`config.mk`:
```
export PLATFORM = sky130hd
export DESIGN_NAME = fbc_ctrl
export DESIGN_NICKNAME = d
export VERILOG_FILES = /design/src/sv/fbc_pkg.sv /design/src/sv/fbc_ctrl.sv
export SDC_FILE = /design/constraint.sdc
export NUM_CORES = 1
export LEC_CHECK = 0
export ABC_AREA = 1
export BUFFER_PORTS_ARGS = -buffer_cell sky130_fd_sc_hd__buf_2
export CAP_MARGIN = 20
export CORE_UTILIZATION = 45
export DETAILED_ROUTE_END_ITERATION = 6
export GPL_TIMING_DRIVEN = 0
export HOLD_SLACK_MARGIN = 0.06
export PLACE_DENSITY = 0.71
export RECOVER_POWER = 50
export SYNTH_ARGS = -nofsm -noshare
export SYNTH_HDL_FRONTEND = slang
export SYNTH_SLANG_ARGS = --single-unit
```
`constraint.sdc`:
```
create_clock -name clk -period 1.4 [get_ports clk]
set_input_delay 0.28 -clock clk [delete_from_list [all_inputs] [get_ports clk]]
set_output_delay 0.28 -clock clk [all_outputs]
set_load 0.01 [all_outputs]
```
`src/sv/fbc_pkg.sv`:
```
// Shared types and constants for the frustum box cull block.
`timescale 1ns / 1ps

package fbc_pkg;

  localparam int FIELD_W = 32;
  localparam int PIDX_W  = 3;
  localparam int LOC_W   = 2;

  localparam logic CMD_LOAD = 1'b0;
  localparam logic CMD_TEST = 1'b1;

  localparam logic [LOC_W-1:0] LOC_INSIDE    = 2'd0;
  localparam logic [LOC_W-1:0] LOC_INTERSECT = 2'd1;
  localparam logic [LOC_W-1:0] LOC_OUTSIDE   = 2'd2;

  typedef enum logic [2:0] {
    S_IDLE = 3'b001,
    S_RUN  = 3'b010,
    S_DONE = 3'b100
  } ctl_state_t;

  // Controller to datapath
  typedef struct packed {
    logic load_box;
    logic issue;
    logic last;
    logic flush;
  } dp_cmd_t;

  // Datapath to controller
  typedef struct packed {
    logic valid;
    logic last;
    logic pos_below;
    logic neg_below;
  } dp_stat_t;

endpackage

```
`src/sv/fbc_ctrl.sv`:
```
// Sequencer: walks the planes, folds the plane results, owns the output register.
`timescale 1ns / 1ps

module fbc_ctrl import fbc_pkg::*; #(
  parameter int NUM_PLANES = 6,
  parameter int IDX_W      = 3
) (
  input  logic             clk,
  input  logic             rst_n,
  input  logic             in_valid,
  input  logic             in_cmd,
  output logic             in_stall,
  output logic             out_valid,
  output logic [LOC_W-1:0] out_location,
  input  logic             out_stall,
  output dp_cmd_t          cmd,
  output logic [IDX_W-1:0] plane_idx,
  input  dp_stat_t         stat
);

  localparam logic [IDX_W-1:0] LAST_IDX = IDX_W'(NUM_PLANES - 1);

  ctl_state_t       state_r, state_nxt;
  logic [IDX_W-1:0] cnt_r, cnt_nxt;
  logic             issue_done_r, issue_done_nxt;
  logic             isect_r, isect_nxt;
  logic [LOC_W-1:0] loc_r, loc_nxt;
  logic             out_valid_r, out_valid_nxt;
  logic [LOC_W-1:0] out_loc_r, out_loc_nxt;
  logic             kill;

  assign in_stall     = (state_r != S_IDLE);
  assign out_valid    = out_valid_r;
  assign out_location = out_loc_r;
  assign plane_idx    = cnt_r;
  assign kill         = stat.valid & stat.pos_below;

  always_comb begin
    state_nxt      = state_r;
    cnt_nxt        = cnt_r;
    issue_done_nxt = issue_done_r;
    isect_nxt      = isect_r;
    loc_nxt        = loc_r;
    out_valid_nxt  = out_valid_r;
    out_loc_nxt    = out_loc_r;
    cmd            = '0;

    if (out_valid_r && !out_stall) out_valid_nxt = 1'b0;

    case (state_r)
      S_IDLE: begin
        if (in_valid && in_cmd == CMD_TEST) begin
          cmd.load_box   = 1'b1;
          cnt_nxt        = '0;
          issue_done_nxt = 1'b0;
          isect_nxt      = 1'b0;
          state_nxt      = S_RUN;
        end
      end
      S_RUN: begin
        if (!issue_done_r && !kill) begin
          cmd.issue = 1'b1;
          cmd.last  = (cnt_r == LAST_IDX);
          if (cnt_r == LAST_IDX) issue_done_nxt = 1'b1;
          else cnt_nxt = cnt_r + IDX_W'(1);
        end
        if (kill) begin
          // early out: drop what is left in the pipe
          cmd.flush = 1'b1;
          loc_nxt   = LOC_OUTSIDE;
          state_nxt = S_DONE;
        end else if (stat.valid) begin
          if (stat.neg_below) isect_nxt = 1'b1;
          if (stat.last) begin
            loc_nxt   = (stat.neg_below || isect_r) ? LOC_INTERSECT : LOC_INSIDE;
            state_nxt = S_DONE;
          end
        end
      end
      S_DONE: begin
        if (!out_valid_r || !out_stall) begin
          out_valid_nxt = 1'b1;
          out_loc_nxt   = loc_r;
          state_nxt     = S_IDLE;
        end
      end
      default: begin
        state_nxt = S_IDLE;
      end
    endcase
  end

  always_ff @(posedge clk) begin
    if (!rst_n) begin
      state_r      <= S_IDLE;
      out_valid_r  <= 1'b0;
      cnt_r        <= '0;
      issue_done_r <= 1'b0;
    end else begin
      state_r      <= state_nxt;
      out_valid_r  <= out_valid_nxt;
      cnt_r        <= cnt_nxt;
      issue_done_r <= issue_done_nxt;
    end
  end

  always_ff @(posedge clk) begin
    isect_r   <= isect_nxt;
    loc_r     <= loc_nxt;
    out_loc_r <= out_loc_nxt;
  end

endmodule

```
==> impl_metrics.yaml <==
clock_tree:
  cts.clk_slew.worst_paths_ns: 0.09
  numCtsBuffers: 3
  clock_latency_ns: 0.28
  cts_tree: "yes"
  cts-hold-fix-buffers: 0
  cts_buffer_depth: 2
  root_buffer: "clkbuf_4"
  clock_sinks: 13
  htreeDepth: 1
die:
  rows: 13
  io_pins: 20
  die_w_um: 41.2
  fp.coreArea_um2: 1370
  die_area_um2: 1700
  initial_core_util: 0.505
  dieHeight_um: 41.2
yosys:
  yosysSeqAreaShare: 0.449
  synthTopCellsByArea: "dfxtp_1 23%, edfxtp_1 22%, nor2_1 8.7%"
  synth-compound-area-share: 0.0652
  synth_fa_ha_area_frac: 0.0362
  synth_xor_area_frac: 0
  synth.largest_area_cell: "dfxtp_1"
  synthCells: 90
  yosys.area_share.simple: 0.346
  synth_area_um2: 691
  synth_mux_area_frac: 0
  synth_top_area_share: 0.232
  synth_warnings: 0
  syn-num-nets: 101
  ys_ff_latch: 13
  syn-mean-instance-area_um2: 7.67
  synth_top_family_by_area: "simple AND/OR/NAND/NOR gates"
  synth_cell_types: 18
run:
  maxCapViolations: 0
route:
  antenna_left: 0
  wl_met1_um: 643
  drt_iter0_markers: 26
  viasPerCell: 5.17
  drc: 0
  met2_length_um: 896
  vias: 703
  drt-pass1-iter-count: 4
  highest_layer: "met4"
  routed-wl-met3_um: 114
  wl_per_cell_um: 12.3
  wl_um: 1680
cells_and_area:
  nets: 133
  fillers: 118
  multi_input_area_um2: 349
  n_antenna_cell: 0
  layout_common_cells: "17 x buf_2, 15 x nor2_1, 14 x nand2_1"
  fin_util: 0.701
  layout_commonest_cell: "buf_2"
  syn_to_final_growth_pct: 38.8
  ff_latch_area_um2: 322
  drive_above_1_share: 0.430
placed_design:
  place.port_buffers: 19
  post-place-ws_ns: -0.0673
  hpwl_um: 1080
  gp_congestion: 0.824
worst_setup_path:
  slowest_stage: "dfxtp_4"
  cpMostUsedCell: "nor2_4"
  cp_top_family: "flip-flops"
  startpoint_type: "flip-flop"
  worstPathRequired_ns: 1.12
  crit_buf_inv: 3
  cp_slowest_stage_delay_ns: 0.39
  cp.arrival_ns: 1.34
  worst_setup_path_end_kind: "output port"
  crit_chain: "inv_4 > nand3_4 > buf_6 > nor2_4 > nor2_4 > nand3_2 > nor2_1 > buf_2"
  critPathMaxFanout: 4
  critPathKind: "flip-flop to output port"
timing:
  fmax_ghz: 0.616
  clock_skew_ns: 0.00716
  fin_crit_sh: 1.16
  maxSlewViolCount: 0
  timing.setup.tns_ns: -0.605
  finalSetupViolCount: 4
  slew_headroom: 0.784
  worst_hold_slack_ns: 0.243
  hold_violations: 0
  fin_crit_ns: 1.62
  rsz0062_at_grt: "true"
  setup_ws_ns: -0.225
  worst_pin_slew_ns: 0.321
power:
  max-vdd-ir-drop_v: 0.000675
  finalPower_w: 0.000906
  powerDensity_nw_per_um2: 945
  p_leak_nw: 0.474
status:
  violations: "negative setup slack"
  outcome: "finished with violations"
global_route:
  grt_max_degree: 8
  grt_overflow: 0
  grt_pass1_wl_um: 2000
  antenna_found_initial: 0
  gr-usage-all-layers: 0.189
  grt_pass1_vias: 478
min_path:
  min_path_type: "primary input to flip-flop"
## power by group
group	leakage, nW	switching [W]	total (W)	internal (W)
Sequential	0.114	0.0000199	0.000434	0.000414
Clock	0.0150	0.000132	0.000243	0.000111
Combinational	0.345	0.000129	0.000230	0.000101
## metrics by stage
step                std cells  cell area (um^2)
global route              136               958
CTS                       131               887
global placement          124               805
detailed placement        124               805
finish                    136               958
floorplan                  90               691
## cell families after synthesis
family          after synthesis
buf+inv                      17
flops                        13
fa+ha+maj                     2
simple gates                 49
compound gates                9
## per-layer routing
layer | global-route usage | vias to the layer above
met3 | 0.0815 | 5
met1 | 0.235 | 318
li1 | - | 350
met5 | 0 | -
met4 | 0.0484 | 0
met2 | 0.297 | 30
## timing repair
item	4_1_cts	5_1_grt
gates cloned	0	0
buffers inserted	3	5
resized for setup	11	10
endpoints found under the setup margin	4	7
pin swaps	1	5
## cell usage after synthesis (all sizes together)
library cell,instances
o21ai,2
nand3,9
or2,2
a21oi,7
edfxtp,5
nor2,19
dfxtp,8
nor3,3
inv,16
ha,2
nand2,16
buf,1
## layout make-up
cell class	count	share of cell area
Tap cell	15	0.0196
Timing Repair Buffer	27	0.171
Buffer	1	0.0117
Clock buffer	4	0.0274
Inverter	16	0.0705
Sequential cell	13	0.336
Multi-Input combinational cell	60	0.364
## worst paths after layout
check | startpoint | end | slack, ns | cells past startpoint
worst max-delay path | state_r[0] | cmd[1] | -0.22 | 8
worst min-delay path | rst_n | plane_idx[0] | 0.24 | 3
worst max register to register | state_r[0] | isect_r | 0.01 | 7
worst min register to register | loc_r[0] | out_location[0] | 0.43 | 0
## worst min-delay path: stages
cell and delay, ns:
buf_2 0.12, nand2_1 0.06, nor2_1 0.04
## registers in the layout, summed over array words and instances (netlist names)
signal and flops:
plane_idx 3, state_r 3, issue_done_r 1, out_location 2, isect_r 1, loc_r 2
out_valid 1
Power figures use the tool's default switching activity.
